[src/design/hcbd_pkg.sv]
// ----------------------------------------------------------------------------
// hcbd_pkg
// Types, codes and helper functions for the HTTP chunked body decoder.
// ----------------------------------------------------------------------------
`timescale 1ns / 1ps
`default_nettype none

package hcbd_pkg;

    typedef enum logic [3:0] {
        PH_SIZE     = 4'd0,
        PH_SIZE_LF  = 4'd1,
        PH_DATA     = 4'd2,
        PH_DATA_CR  = 4'd3,
        PH_DATA_LF  = 4'd4,
        PH_TRAILER  = 4'd5,
        PH_TRAIL_LF = 4'd6,
        PH_DONE     = 4'd7,
        PH_FAILED   = 4'd8
    } phase_t;

    typedef enum logic [2:0] {
        ERR_NONE      = 3'd0,
        ERR_FRAMING   = 3'd1,
        ERR_SIZE_LONG = 3'd2,
        ERR_SYNTAX    = 3'd3,
        ERR_LIMIT     = 3'd4,
        ERR_DATA_CRLF = 3'd5,
        ERR_TRAILER   = 3'd6,
        ERR_CLOSE     = 3'd7
    } err_t;

    typedef enum logic [1:0] {
        MODE_BYTE  = 2'd0,
        MODE_CLOSE = 2'd1,
        MODE_NEW   = 2'd2,
        MODE_NOP   = 2'd3
    } mode_t;

    localparam logic [1:0] REG_BODY_LIMIT    = 2'd0;
    localparam logic [1:0] REG_SIZE_LINE_MAX = 2'd1;
    localparam logic [1:0] REG_TRAILER_MAX   = 2'd2;

    localparam logic [23:0] BODY_LIMIT_RST    = 24'd1048576;
    localparam logic [7:0]  SIZE_LINE_MAX_RST = 8'd128;
    localparam logic [15:0] TRAILER_MAX_RST   = 16'd8192;

    localparam logic [7:0] CH_CR = 8'h0D;
    localparam logic [7:0] CH_LF = 8'h0A;

    function automatic logic is_ws(input logic [7:0] c);
        return (c == 8'h20) || (c == 8'h09) || (c == 8'h0B) || (c == 8'h0C);
    endfunction

    // Bit 4 set means the octet is not a hex digit.
    function automatic logic [4:0] hex_value(input logic [7:0] c);
        logic [4:0] v;
        v = 5'd16;
        if (c >= 8'h30 && c <= 8'h39) begin
            v = {1'b0, c[3:0]};
        end else if ((c >= 8'h61 && c <= 8'h66) || (c >= 8'h41 && c <= 8'h46)) begin
            v = {1'b0, c[3:0] + 4'd9};
        end
        return v;
    endfunction

endpackage

`default_nettype wire

[src/design/http_chunked_body_decoder_top.sv]
// ----------------------------------------------------------------------------
// http_chunked_body_decoder_top
// Decodes an HTTP chunked body one octet per transfer, one result per input.
// ----------------------------------------------------------------------------
// A result is registered on the master side in the cycle after its input
// transfer. Throughput: one input per cycle, set by the single parse-state
// update; the input side stalls only while an unread result is held back.
// Reset (aresetn low, synchronous) returns the parse state to the first size
// line, clears the error and restores the register defaults.
`timescale 1ns / 1ps
`default_nettype none

module http_chunked_body_decoder_top (
    input  wire logic        aclk,
    input  wire logic        aresetn,
    // tdata: byte_value[7:0]
    input  wire logic [7:0]  s_tdata,
    // tuser: mode[1:0]
    input  wire logic [1:0]  s_tuser,
    input  wire logic        s_tvalid,
    output logic             s_tready,
    // tdata: data_byte[7:0], error_code[10:8], body_length[34:11], zero pad
    output logic [39:0]      m_tdata,
    // tuser: data_valid[0], done_res[1], failed[2]
    output logic [2:0]       m_tuser,
    output logic             m_tvalid,
    input  wire logic        m_tready,
    input  wire logic        cfg_valid,
    output logic             cfg_ready,
    input  wire logic [1:0]  cfg_index,
    input  wire logic [31:0] cfg_data
);
    import hcbd_pkg::*;

    logic [23:0] body_limit_reg;
    logic [7:0]  size_line_max_reg;
    logic [15:0] trailer_max_reg;

    phase_t      phase_reg, phase_next;
    logic [31:0] chunk_reg, chunk_next;
    logic [23:0] body_count_reg, body_count_next;
    logic [15:0] line_count_reg, line_count_next;
    logic        digits_reg, digits_next;
    logic        gap_reg, gap_next;
    err_t        err_reg, err_next;

    err_t        err_now;
    logic        dv_now, done_now;

    logic        m_valid_reg;
    logic [7:0]  data_byte_reg;
    logic        data_valid_reg, done_reg, failed_reg;
    err_t        err_out_reg;
    logic [23:0] body_len_reg;

    logic        s_fire;
    mode_t       mode;
    logic [7:0]  c;
    logic [4:0]  hv;
    logic [31:0] allow;
    logic [31:0] grown;

    assign mode     = mode_t'(s_tuser);
    assign c        = s_tdata;
    assign hv       = hex_value(c);
    // Wraps like the unsigned difference if the limit was lowered mid-body.
    assign allow    = {8'd0, body_limit_reg} - {8'd0, body_count_reg};
    assign grown    = {chunk_reg[27:0], hv[3:0]};

    assign s_tready = !m_valid_reg || m_tready;
    assign s_fire   = s_tvalid && s_tready;
    assign cfg_ready = 1'b1;

    // Configuration registers.
    always_ff @(posedge aclk) begin
        if (!aresetn) begin
            body_limit_reg    <= BODY_LIMIT_RST;
            size_line_max_reg <= SIZE_LINE_MAX_RST;
            trailer_max_reg   <= TRAILER_MAX_RST;
        end else if (cfg_valid && cfg_ready) begin
            unique case (cfg_index)
                REG_BODY_LIMIT:    body_limit_reg    <= cfg_data[23:0];
                REG_SIZE_LINE_MAX: size_line_max_reg <= cfg_data[7:0];
                REG_TRAILER_MAX:   trailer_max_reg   <= cfg_data[15:0];
                default: ;
            endcase
        end
    end

    // Next parse state and the error raised by this input.
    always_comb begin
        phase_next      = phase_reg;
        chunk_next      = chunk_reg;
        body_count_next = body_count_reg;
        line_count_next = line_count_reg;
        digits_next     = digits_reg;
        gap_next        = gap_reg;
        err_now         = ERR_NONE;
        unique case (mode)
            MODE_NEW: begin
                phase_next      = PH_SIZE;
                chunk_next      = '0;
                body_count_next = '0;
                line_count_next = '0;
                digits_next     = 1'b0;
                gap_next        = 1'b0;
            end
            MODE_CLOSE: begin
                if (phase_reg != PH_DONE && phase_reg != PH_FAILED) begin
                    err_now = ERR_CLOSE;
                end
            end
            MODE_BYTE: begin
                unique case (phase_reg)
                    PH_SIZE: begin
                        priority if (c == CH_CR) begin
                            if (!digits_reg) err_now = ERR_SYNTAX;
                            else phase_next = PH_SIZE_LF;
                        end else if (c == CH_LF) begin
                            err_now = ERR_FRAMING;
                        end else if (line_count_reg >= {8'd0, size_line_max_reg}) begin
                            err_now = ERR_SIZE_LONG;
                        end else begin
                            line_count_next = line_count_reg + 16'd1;
                            priority if (is_ws(c)) begin
                                if (digits_reg) gap_next = 1'b1;
                            end else if (!hv[4] && !gap_reg) begin
                                if (grown > allow) begin
                                    err_now = ERR_LIMIT;
                                end else begin
                                    chunk_next  = grown;
                                    digits_next = 1'b1;
                                end
                            end else begin
                                err_now = ERR_SYNTAX;
                            end
                        end
                    end
                    PH_SIZE_LF: begin
                        priority if (c != CH_LF) begin
                            err_now = ERR_FRAMING;
                        end else if (chunk_reg == 32'd0) begin
                            phase_next      = PH_TRAILER;
                            line_count_next = '0;
                        end else begin
                            phase_next = PH_DATA;
                        end
                    end
                    PH_DATA: begin
                        body_count_next = body_count_reg + 24'd1;
                        chunk_next      = {8'd0, chunk_reg[23:0] - 24'd1};
                        if (chunk_reg[23:0] == 24'd1) phase_next = PH_DATA_CR;
                    end
                    PH_DATA_CR: begin
                        if (c != CH_CR) err_now = ERR_DATA_CRLF;
                        else phase_next = PH_DATA_LF;
                    end
                    PH_DATA_LF: begin
                        if (c != CH_LF) begin
                            err_now = ERR_DATA_CRLF;
                        end else begin
                            phase_next      = PH_SIZE;
                            chunk_next      = '0;
                            line_count_next = '0;
                            digits_next     = 1'b0;
                            gap_next        = 1'b0;
                        end
                    end
                    PH_TRAILER: begin
                        priority if (c == CH_CR) begin
                            phase_next = PH_TRAIL_LF;
                        end else if (c == CH_LF) begin
                            err_now = ERR_FRAMING;
                        end else if (line_count_reg >= trailer_max_reg) begin
                            err_now = ERR_TRAILER;
                        end else begin
                            line_count_next = line_count_reg + 16'd1;
                        end
                    end
                    PH_TRAIL_LF: begin
                        priority if (c != CH_LF) begin
                            err_now = ERR_FRAMING;
                        end else if (line_count_reg == 16'd0) begin
                            phase_next = PH_DONE;
                        end else begin
                            phase_next      = PH_TRAILER;
                            line_count_next = '0;
                        end
                    end
                    default: ;
                endcase
            end
            default: ;
        endcase
        if (err_now != ERR_NONE) phase_next = PH_FAILED;
    end

    // Latched error code and the per-input result flags.
    always_comb begin
        err_next = err_reg;
        if (mode == MODE_NEW) err_next = ERR_NONE;
        if (err_now != ERR_NONE) err_next = err_now;
        dv_now   = (mode == MODE_BYTE) && (phase_reg == PH_DATA);
        done_now = (mode == MODE_BYTE) && (phase_reg == PH_TRAIL_LF) &&
                   (c == CH_LF) && (line_count_reg == 16'd0);
    end

    always_ff @(posedge aclk) begin
        if (!aresetn) begin
            phase_reg      <= PH_SIZE;
            chunk_reg      <= '0;
            body_count_reg <= '0;
            line_count_reg <= '0;
            digits_reg     <= 1'b0;
            gap_reg        <= 1'b0;
            err_reg        <= ERR_NONE;
        end else if (s_fire) begin
            phase_reg      <= phase_next;
            chunk_reg      <= chunk_next;
            body_count_reg <= body_count_next;
            line_count_reg <= line_count_next;
            digits_reg     <= digits_next;
            gap_reg        <= gap_next;
            err_reg        <= err_next;
        end
    end

    // Result register; a new transfer may load it while the old one is taken.
    always_ff @(posedge aclk) begin
        if (!aresetn) begin
            m_valid_reg <= 1'b0;
        end else if (s_fire) begin
            m_valid_reg <= 1'b1;
        end else if (m_tready) begin
            m_valid_reg <= 1'b0;
        end
    end

    always_ff @(posedge aclk) begin
        if (s_fire) begin
            data_valid_reg <= dv_now;
            data_byte_reg  <= dv_now ? c : 8'd0;
            done_reg       <= done_now;
            failed_reg     <= (err_now != ERR_NONE);
            err_out_reg    <= err_next;
            body_len_reg   <= body_count_next;
        end
    end

    assign m_tvalid = m_valid_reg;
    assign m_tdata  = {5'd0, body_len_reg, err_out_reg, data_byte_reg};
    assign m_tuser  = {failed_reg, done_reg, data_valid_reg};

    a_failed_has_code: assert property (@(posedge aclk) disable iff (!aresetn)
        m_valid_reg && failed_reg |-> err_out_reg != ERR_NONE)
        else $error("failed result without an error code");

    a_done_clean: assert property (@(posedge aclk) disable iff (!aresetn)
        m_valid_reg && done_reg |-> err_out_reg == ERR_NONE && !failed_reg && !data_valid_reg)
        else $error("completion reported together with an error or payload");

    a_failed_phase: assert property (@(posedge aclk) disable iff (!aresetn)
        (phase_reg == PH_FAILED) == (err_reg != ERR_NONE))
        else $error("failed phase and latched error disagree");

    a_result_follows: assert property (@(posedge aclk) disable iff (!aresetn)
        s_fire |=> m_valid_reg)
        else $error("accepted input produced no result");

    a_error_matches: assert property (@(posedge aclk) disable iff (!aresetn)
        s_fire |=> err_out_reg == err_reg)
        else $error("reported error code differs from latched code");

endmodule

`default_nettype wire

[config.mk]
export PLATFORM = sky130hd
export DESIGN_NAME = http_chunked_body_decoder_top
export DESIGN_NICKNAME = d
export VERILOG_FILES = /design/src/design/hcbd_pkg.sv /design/src/design/http_chunked_body_decoder_top.sv
export SDC_FILE = /design/constraint.sdc
export NUM_CORES = 1
export LEC_CHECK = 0
export BUFFER_PORTS_ARGS = -buffer_cell sky130_fd_sc_hd__buf_2
export CAP_MARGIN = 20
export CORE_ASPECT_RATIO = 1.75
export CORE_UTILIZATION = 55
export DETAILED_ROUTE_END_ITERATION = 8
export HOLD_SLACK_MARGIN = 0.08
export PLACE_DENSITY = 0.77
export SLEW_MARGIN = 10
export SYNTH_ARGS = -nofsm -noshare
export SYNTH_HDL_FRONTEND = slang
export SYNTH_SLANG_ARGS = --single-unit
[constraint.sdc]
create_clock -name aclk -period 4.89 [get_ports aclk]
set_clock_uncertainty 0.15 [all_clocks]
set_input_delay 0.489 -clock aclk [delete_from_list [all_inputs] [get_ports aclk]]
set_output_delay 0.489 -clock aclk [all_outputs]
set_load 0.005 [all_outputs]
**Word-level counts from Yosys, hierarchy flattened**

Index checks and enable logic that the tools add are counted.

- Word-level logic and storage cells: 191
- Output and inout bits: 46
- Register bits after elaboration: 168

- Add/sub/neg operators: 5
- Equal/unequal tests: 49
- Mux-type cells: 75
- $lt $le $gt $ge: 9
- Reduce and logical (&&, ||, !) cells: 36

Operators with widths:

| kind | number |
|---|---|
| 32-bit 2-to-1 mux | 7 |
| 16-bit 2-to-1 mux | 11 |
| 32-bit case mux with 3 select lines | 1 |
| 16-bit case mux with 5 select lines | 1 |
| 32-bit case mux with 2 select lines | 1 |
| 3-bit != test (second input constant) | 16 |
| 24-bit case mux with 2 select lines | 1 |
| 3-bit 2-to-1 mux | 15 |
| 8-bit by 4-bit == test with 1-bit output (second input constant) | 5 |
| 4-bit 2-to-1 mux | 9 |
| 4-bit != test (second input constant) | 9 |
| 32-bit > comparator | 1 |
| 32-bit logical NOT | 1 |
| 16-bit case mux with 2 select lines | 1 |
| 4-bit case mux with 7 select lines | 1 |
| 24-bit by 24-bit subtractor with 25-bit output | 1 |
| 24-bit by 1-bit adder with 24-bit output (second input constant) | 1 |
| 24-bit by 1-bit == test with 1-bit output (second input constant) | 1 |
| 24-bit 2-to-1 mux | 1 |
| 24-bit by 1-bit subtractor with 24-bit output (second input constant) | 1 |
| 10-bit AND reduction | 2 |
| 16-bit by 1-bit adder with 16-bit output (second input constant) | 1 |
| 16-bit >= comparator | 1 |
| 16-bit by 8-bit >= comparator with 1-bit output | 1 |
| other kinds (37) | 84 |

**Logic depth before layout (Yosys ltp)**

Gate-level depths: netlist of run 1.

- Word-level depth: 17
- Mapped depth: 26

**Least setup slack after synthesis of run 1**

No wires, ideal clock.

- Path type: register to register
- Start point: register body_count_reg[0]
- End point: register chunk_reg[10]
- Required time: 4,615 ps
- Path slack: -231 ps
- Cell stages (with the launch flop): 26
- Arrival: 4,846 ps
- Path buffers: 2
- Clock period less this slack: 5,121 ps
- Path through: dfxtp_1 ha_1 inv_1 fa_1 a21o_1 a21oi_1 o21ai_0 a21boi_0 o21ai_0 nand2_1 o21ai_0 a21o_1 a21o_1 o31a_1 ha_1 nand4_1 nor2_1 nand2_1 or3b_2 o21ai_0 a21oi_1 or2_1 buf_4 buf_4 a221oi_1 nor3b_1

- Longest elaborated chain between the ends: 4

Ends and longest elaborated chain:

| what | RTL line | RTL |
|---|---|---|
| from (decl) | http_chunked_body_decoder_top.sv:41 | `logic [23:0] body_count_reg, body_count_next;` |
| from (signal assigned) | http_chunked_body_decoder_top.sv:220 | `body_count_reg <= body_count_next;` |
| 24-bit by 24-bit subtractor with 25-bit output | http_chunked_body_decoder_top.sv:67 | `assign allow = {8'd0, body_limit_reg} - {8'd0, body_count_reg};` |
| 32-bit > comparator | http_chunked_body_decoder_top.sv:128 | `if (grown > allow) begin` |
| 3-bit != test (no line) | -- |  |
| 10-bit AND reduction (no line) | -- |  |
| to (signal assigned) | http_chunked_body_decoder_top.sv:219 | `chunk_reg <= chunk_next;` |
| to (decl) | http_chunked_body_decoder_top.sv:40 | `logic [31:0] chunk_reg, chunk_next;` |

Every way passes these cells.
A chain may end at the register's enable or synchronous reset.

**Final worst setup path of run 1**

- Start point: register body_limit_reg[0]
- End point: register chunk_reg[14]

- Longest elaborated chain between the ends: 4

Ends and longest elaborated chain:

| what | RTL line | RTL |
|---|---|---|
| from (decl) | http_chunked_body_decoder_top.sv:35 | `logic [23:0] body_limit_reg;` |
| from (signal assigned) | http_chunked_body_decoder_top.sv:82 | `REG_BODY_LIMIT: body_limit_reg <= cfg_data[23:0];` |
| 24-bit by 24-bit subtractor with 25-bit output | http_chunked_body_decoder_top.sv:67 |  |
| 32-bit > comparator | http_chunked_body_decoder_top.sv:128 |  |
| 3-bit != test (no line) | -- |  |
| 10-bit AND reduction (no line) | -- |  |

Every way passes these cells.

==> reports/results.txt, run 1 <==
Worst-Margin Slew -> 0.885 ns
Worst EP arrival -> 5.11 ns
peak supply drop -> 0.230 mV
Avg WL per Cell -> 17.7 um
Buffers on Ports -> 80
FF-to-FF setup slack -> -0.05 ns
Core Region -> 0.0193 sq mm
Synth Register Bits -> 168
setup ws final -> -0.0546 ns
Initial Utilization -> 56.7%
Critical Path Max Stage Delay -> 0.41 ns
CP endpoint kind -> flip-flop
GRT Overall Usage -> 30.2%
final design area excluding fillers -> 0.0128 sq mm
Final HPWL DP -> 22,200 um
worst-skew pair later-pin latency -> 0.45 ns
Final period util -> 101%
Pins Over Slew Limit -> 0
failing checks -> setup timing
fillers -> 1,643
# diodes -> 0
GR Util met3 -> 4.95%
Post-Place Cells -> 1,669
DIE AREA -> 0.0205 sq mm
CTS buffer count -> 17
endpoints failing setup -> 22
post-synthesis sequential area ratio -> 34.2%
Leakage -> 5.12 nW
Post-CTS Hold Buffers -> 0
fin nets -> 1,597
vias in the first global route -> 10,200
clock-pin slew on the worst setup and hold paths -> 0.07 ns
GR peak layer -> met2
Critical Path Start Type -> flip-flop
pin count of the biggest net entering global routing -> 89
CP Class -> reg -> reg
post-synth top area cell -> dfxtp_1
Commonest cells post-synth -> nand2_1 (180), dfxtp_1 (130), nor2_1 (104), ha_1 (89), o21ai_0 (84)
largest cells by area after synthesis -> dfxtp_1 (24%), edfxtp_1 (10%), ha_1 (10%), nand2_1 (6.2%), a21boi_0 (4.7%)
met1 GRT Util -> 29.8%
Via Count -> 10,400
final critical-path required period -> 4.94 ns
Post-route DRC -> 0
asr flop ratio synth -> 0%
max-cap viol count -> 0
Top FF cell, synth -> dfxtp_1
Hold Path Class -> in -> reg
Ports -> 95
Required @ worst endpoint -> 5.06 ns
Final Hold Vio Count -> 0
initial antenna violation count -> 0
Die Span X -> 109 um
status -> finished, violations left
first-pass GRT wire length -> 48,000 um
RePlAce Congestion -> 0.936
Fmax achieved -> 202 MHz
register area -> 0.00375 sq mm
final non-filler cell total -> 1,712
Syn Std Cell Area -> 0.0109 sq mm
Post-synth EDFFs -> 38
Die Span Y -> 189 um
layout cells sized above 1 -> 17.9%
Syn Area/Cell -> 8.15 sq um
Synth warnings -> 0
Detail Route Antenna Nets -> 0
CTS max path bufs -> 2
most numerous cell in the Yosys netlist -> nand2_1
multi-input logic area -> 0.00686 sq mm
clock root cell -> clkbuf_16
Pwr Density -> 268 mW/mm^2
max reg flops -> 32
Rows -> 67
Netlist cell types -> 79
initial DRC count -> 450
utilization after layout -> 66.6%
hold slack -> 0.102 ns
RSZ-0062 raised after global routing -> yes
H-tree levels -> 4
CP max-delay cell -> or3b_4
drt via density -> 6.05
Syn Inst Count -> 1,341
DR pass1 iterations -> 6
Slew HR -> 40.8%
Max FO, Critical Path -> 16
GR Overflow Total -> 0
routed wire length -> 30,300 um
met2 Use GR -> 54.4%
Area Growth Syn to Fin -> 17.5%
CTS tree -> yes
Placed Area -> 0.0119 sq mm
clock sink count -> 168
top cell type's share of synthesized area -> 23.8%
==> per-stage QoR <==
stage / setup TNS, ns / setup slack (ns) / power [mW]
3_3_place_gp: -7.94 / -0.280 / 2.06
3_5_place_dp: -10.33 / -0.334 / 2.07
6_report: -0.538 / -0.0546 / 3.44
2_1_floorplan: 0 / 0.00183 / 1.89
5_1_grt: -8.37 / -0.297 / 3.57
4_1_cts: 0 / 0.0247 / 3.41
==> layout make-up <==
type                       instances  area share (%)
multi-input combinational       1032            53.4
tap                              241            2.35
sequential                       168            29.2
clock buffer                      20            3.56
timing repair buffer             164            8.32
clock inverter                    12           0.964
inverter                          75            2.19
==> worst max-delay path, delay by kind of cell, from the launching register on <==
family,cells,cell delay (ns)
AO/OA/AOI/OAI,12,1.92
adder cells (fa/ha/maj),3,0.83
AND/OR/NAND/NOR,7,1.31
buffers and inverters,3,0.27
flip-flops,1,0.32
==> worst paths after layout <==
path,start,to,depth (start not counted)
min reg2reg,chunk_reg[31],chunk_reg[31],2
max,body_limit_reg[0],chunk_reg[14],25
max reg2reg,body_limit_reg[0],chunk_reg[14],25
min,cfg_data[20],body_limit_reg[20],3
==> metal layers <==
layer  share of wire (%)  vias up  wire, um
met5                   0        -         0
met4                 7.3        0      2200
met3                 4.2      142      1260
met2                  53      345     15900
met1                  36     4862     10900
li1                    -     5008         -
==> cells in the final DEF (no fill, tap or decap), drive strengths merged, types with 33 or more instances in the layout <==
master,synthesis,final
nand3,40,40
o21ai,91,91
dfxtp,130,130
buf,21,164
ha,89,89
edfxtp,38,38
a21oi,68,68
nor3,33,33
nor2,105,105
a21boi,76,76
xnor2,36,36
inv,73,76
nand2,180,180
==> cells by family (layout without fill, tap and decap cells) <==
logic type | count (synthesis) | count (layout) | synth area share [%]
adders and majority gates | 91 | 91 | 10.5
buffers and inverters | 145 | 271 | 5.48
muxes | 12 | 12 | 1.12
other | 2 | 6 | 0.0687
and+or+nand+nor | 520 | 520 | 23.7
xor gates and xnor gates | 51 | 51 | 4.09
AOI/OAI and AO/OA | 352 | 352 | 20.9
DFF | 168 | 168 | 34.2
==> repair_timing <==
| item | in CTS | in global routing |
|---|---|---|
| pin swaps | 7 | 36 |
| resized for setup | 14 | 73 |
| setup buffers | 4 | 6 |
| endpoints found under the setup margin | 43 | 42 |
| cloned | 0 | 1 |
==> report_power, final <==
part / leakage, nW / switching (mW) / internal, mW
combinational: 3.40 / 0.353 / 0.264
clock: 0.285 / 0.565 / 0.776
sequential: 1.44 / 0.0301 / 1.46
total: 5.12 / 0.949 / 2.50
(Power assumes the default switching activity.)
==> inputs of run 2 (changes only) <==
--- a/config.mk
+++ b/config.mk
@@ -7,7 +7,7 @@
 export LEC_CHECK = 0
 export BUFFER_PORTS_ARGS = -buffer_cell sky130_fd_sc_hd__buf_2
 export CAP_MARGIN = 20
-export CORE_ASPECT_RATIO = 1.75
+export CORE_ASPECT_RATIO = 0.9
 export CORE_UTILIZATION = 55
 export DETAILED_ROUTE_END_ITERATION = 8
 export HOLD_SLACK_MARGIN = 0.08
==> reports/results.txt, run 2 (synthesized netlist as in run 1, its figures left out) <==
status -> finished, violations left
failing checks -> setup timing
clock root cell -> clkbuf_16
Buf/Inv on CP -> 3 (unchanged)
RePlAce Congestion -> 0.964 (+3.0%)
pin count of the biggest net entering global routing -> 54 (-39%)
Rows -> 48 (-28%)
CTS tree -> yes
Core Region -> 0.0193 sq mm (+0.30%)
CTS buffer count -> 17 (unchanged)
GR Overflow Total -> 0 (unchanged)
commonest cells after routing, fill and taps aside -> nand2_1 (177), dfxtp_1 (126), nor2_1 (99)
DIE AREA -> 0.0204 sq mm (-0.11%)
Critical Path Start Type -> flip-flop
drt via density -> 5.95 (-1.6%)
hold path cells -> 3 (unchanged)
first-pass GRT wire length -> 45,700 um (-4.8%)
most common cell after layout, fill and taps aside -> nand2_1
fin nets -> 1,591 (-0.38%)
Max FO, Critical Path -> 8 (-8)
r2r endpoint -> chunk_reg[22]
max-cap viol count -> 0 (unchanged)
hold path endpoint -> body_limit_reg[20]
setup ws final -> -0.0974 ns (-0.0429 ns)
# diodes -> 0 (unchanged)
Area Growth Syn to Fin -> 18.5%
Worst R2R Start -> body_limit_reg[0]
initial DRC count -> 784 (+74%)
DR pass1 iterations -> 7 (+1)
CTS max path bufs -> 2 (unchanged)
Initial Utilization -> 56.5% (-0.17 points)
Leakage -> 5.09 nW (-0.54%)
routed wire length -> 29,600 um (-2.1%)
Slew HR -> 42.9% (+2.1 points)
Detail Route Antenna Nets -> 0 (unchanged)
Post-route DRC -> 0 (unchanged)
Avg WL per Cell -> 17.3 um (-2.3%)
peak supply drop -> 0.207 mV (-9.8%)
R2R depth -> 26 (+4.0%)
clock-pin slew on the worst setup and hold paths -> 0.07 ns (about the same)
GRT Overall Usage -> 28.4% (-1.8 points)
RSZ-0062 raised after global routing -> yes
CP Class -> reg -> reg
utilization after layout -> 67.0% (+0.38 points)
initial antenna violation count -> 0 (unchanged)
H-tree levels -> 4 (unchanged)
clock sink count -> 168 (unchanged)
Power Total -> 3.44 mW (-0.22%)
Die Span Y -> 136 um (-28%)
Via Count -> 10,200 (-1.5%)
Pins Over Slew Limit -> 0 (unchanged)
Required @ worst endpoint -> 5.05 ns (about the same)
Final HPWL DP -> 20,600 um (-7.0%)
CP endpoint kind -> flip-flop
Fmax achieved -> 201 MHz (-0.86%)
Post-Place Cells -> 1,673 (+0.24%)
GR Util met3 -> 5.66% (+0.71 points)
Worst EP arrival -> 5.15 ns (+0.04 ns)
vias in the first global route -> 9,226 (-9.5%)
final critical-path required period -> 4.99 ns (+0.0429 ns)
final non-filler cell total -> 1,715 (+0.18%)
met1 GRT Util -> 38.4% (+8.6 points)
CP max-delay cell -> o31a_4
CP delay by family, top -> compound AO/OA/AOI/OAI gates
layout cells sized above 1 -> 18.9% (+1.0 points)
max reg flops -> 32 (unchanged)
GR peak layer -> met2
Buffers on Ports -> 80 (unchanged)
worst-skew pair later-pin latency -> 0.43 ns (-0.02 ns)
met2 Use GR -> 44.6% (-9.8 points)
Die Span X -> 151 um (+39%)
Pwr Density -> 265 mW/mm^2 (-1.1%)
fillers -> 1,594 (-3.0%)
Worst-Margin Slew -> 0.857 ns (-0.0285 ns)
Critical Path Max Stage Delay -> 0.44 ns (+0.03 ns)
post-placement worst setup slack -> -0.328 ns (+0.00663 ns)
Hold Path Class -> in -> reg
Ports -> 95 (unchanged)
FF-to-FF setup slack -> -0.1 ns (-0.04 ns)
endpoints failing setup -> 26 (+18%)
Final period util -> 102% (+0.88 points)
Hold Crit Start -> cfg_data[20]
Final Hold Vio Count -> 0 (unchanged)
## run 2: changes by cell type in the layout (fill, tap and decap cells not counted), moves of 4 or more
cell,previous run,this run
clkinv_1,5,1
ha_4,2,10
buf_4,75,66
nand3_2,1,7
nand3_1,39,33
ha_1,87,79
## run 2: power by group
| group | internal [mW] | leakage [nW] | switching (mW) |
|---|---|---|---|
| Combinational | 0.275 | 3.38 | 0.367 |
| Sequential | 1.46 | 1.44 | 0.0304 |
| Clock | 0.700 | 0.281 | 0.609 |
## run 2: timing repair
item,CTS,global route
endpoints found under the hold margin,0,0
resized for setup,18,90
cloned,0,2
hold buffers,0,0
pin swaps,12,43
endpoints found under the setup margin,44,44
setup buffers,3,5
## run 2: final cells by class
cell class / instances / area, sq um / share of cell area, %
multi-input cells: 1032 / 7000 / 54.0
clock inverters: 12 / 88.8 / 0.686
inverters: 75 / 282 / 2.17
flip-flops and latches: 168 / 3750 / 29.0
repair buffers: 158 / 1060 / 8.17
well taps: 250 / 313 / 2.41
clock buffers: 20 / 468 / 3.61
## run 2: tightest hold or removal path, delay by kind of cell
family,cells,cell delay [ns]
buffers and inverters,1,0.07
AND/OR/NAND/NOR,2,0.11
## run 2: routing by layer
| metal | vias to the layer above | share of wire, % |
|---|---|---|
| met5 | - | 0 |
| met4 | 0 | 2.7 |
| met3 | 55 | 6.6 |
| met2 | 352 | 46 |
| met1 | 4801 | 44 |
| li1 | 4998 | - |
## run 2: how the worst max path moves through the flow
stage | end | from | cells past startpoint
4_1_cts | phase_reg[0] | body_limit_reg[0] | 27
5_1_grt | chunk_reg[22] | body_count_reg[1] | 26
2_1_floorplan | chunk_reg[10] | body_count_reg[8] | 24
6_report | chunk_reg[22] | body_limit_reg[0] | 26
3_5_place_dp | chunk_reg[22] | body_limit_reg[0] | 27
3_3_place_gp | chunk_reg[22] | body_limit_reg[0] | 27
## run 2: metrics by stage
stage / instance area (sq um) / hold WS [ns] / TNS, ns
after floorplan: 11000 / 0.285 / 0
after global placement: 11900 / 0.293 / -5.28
after detailed placement: 11900 / 0.302 / -9.82
after CTS: 12600 / 0.116 / -0.00501
after global routing: 13000 / 0.125 / -9.48
final: 13000 / 0.121 / -0.909
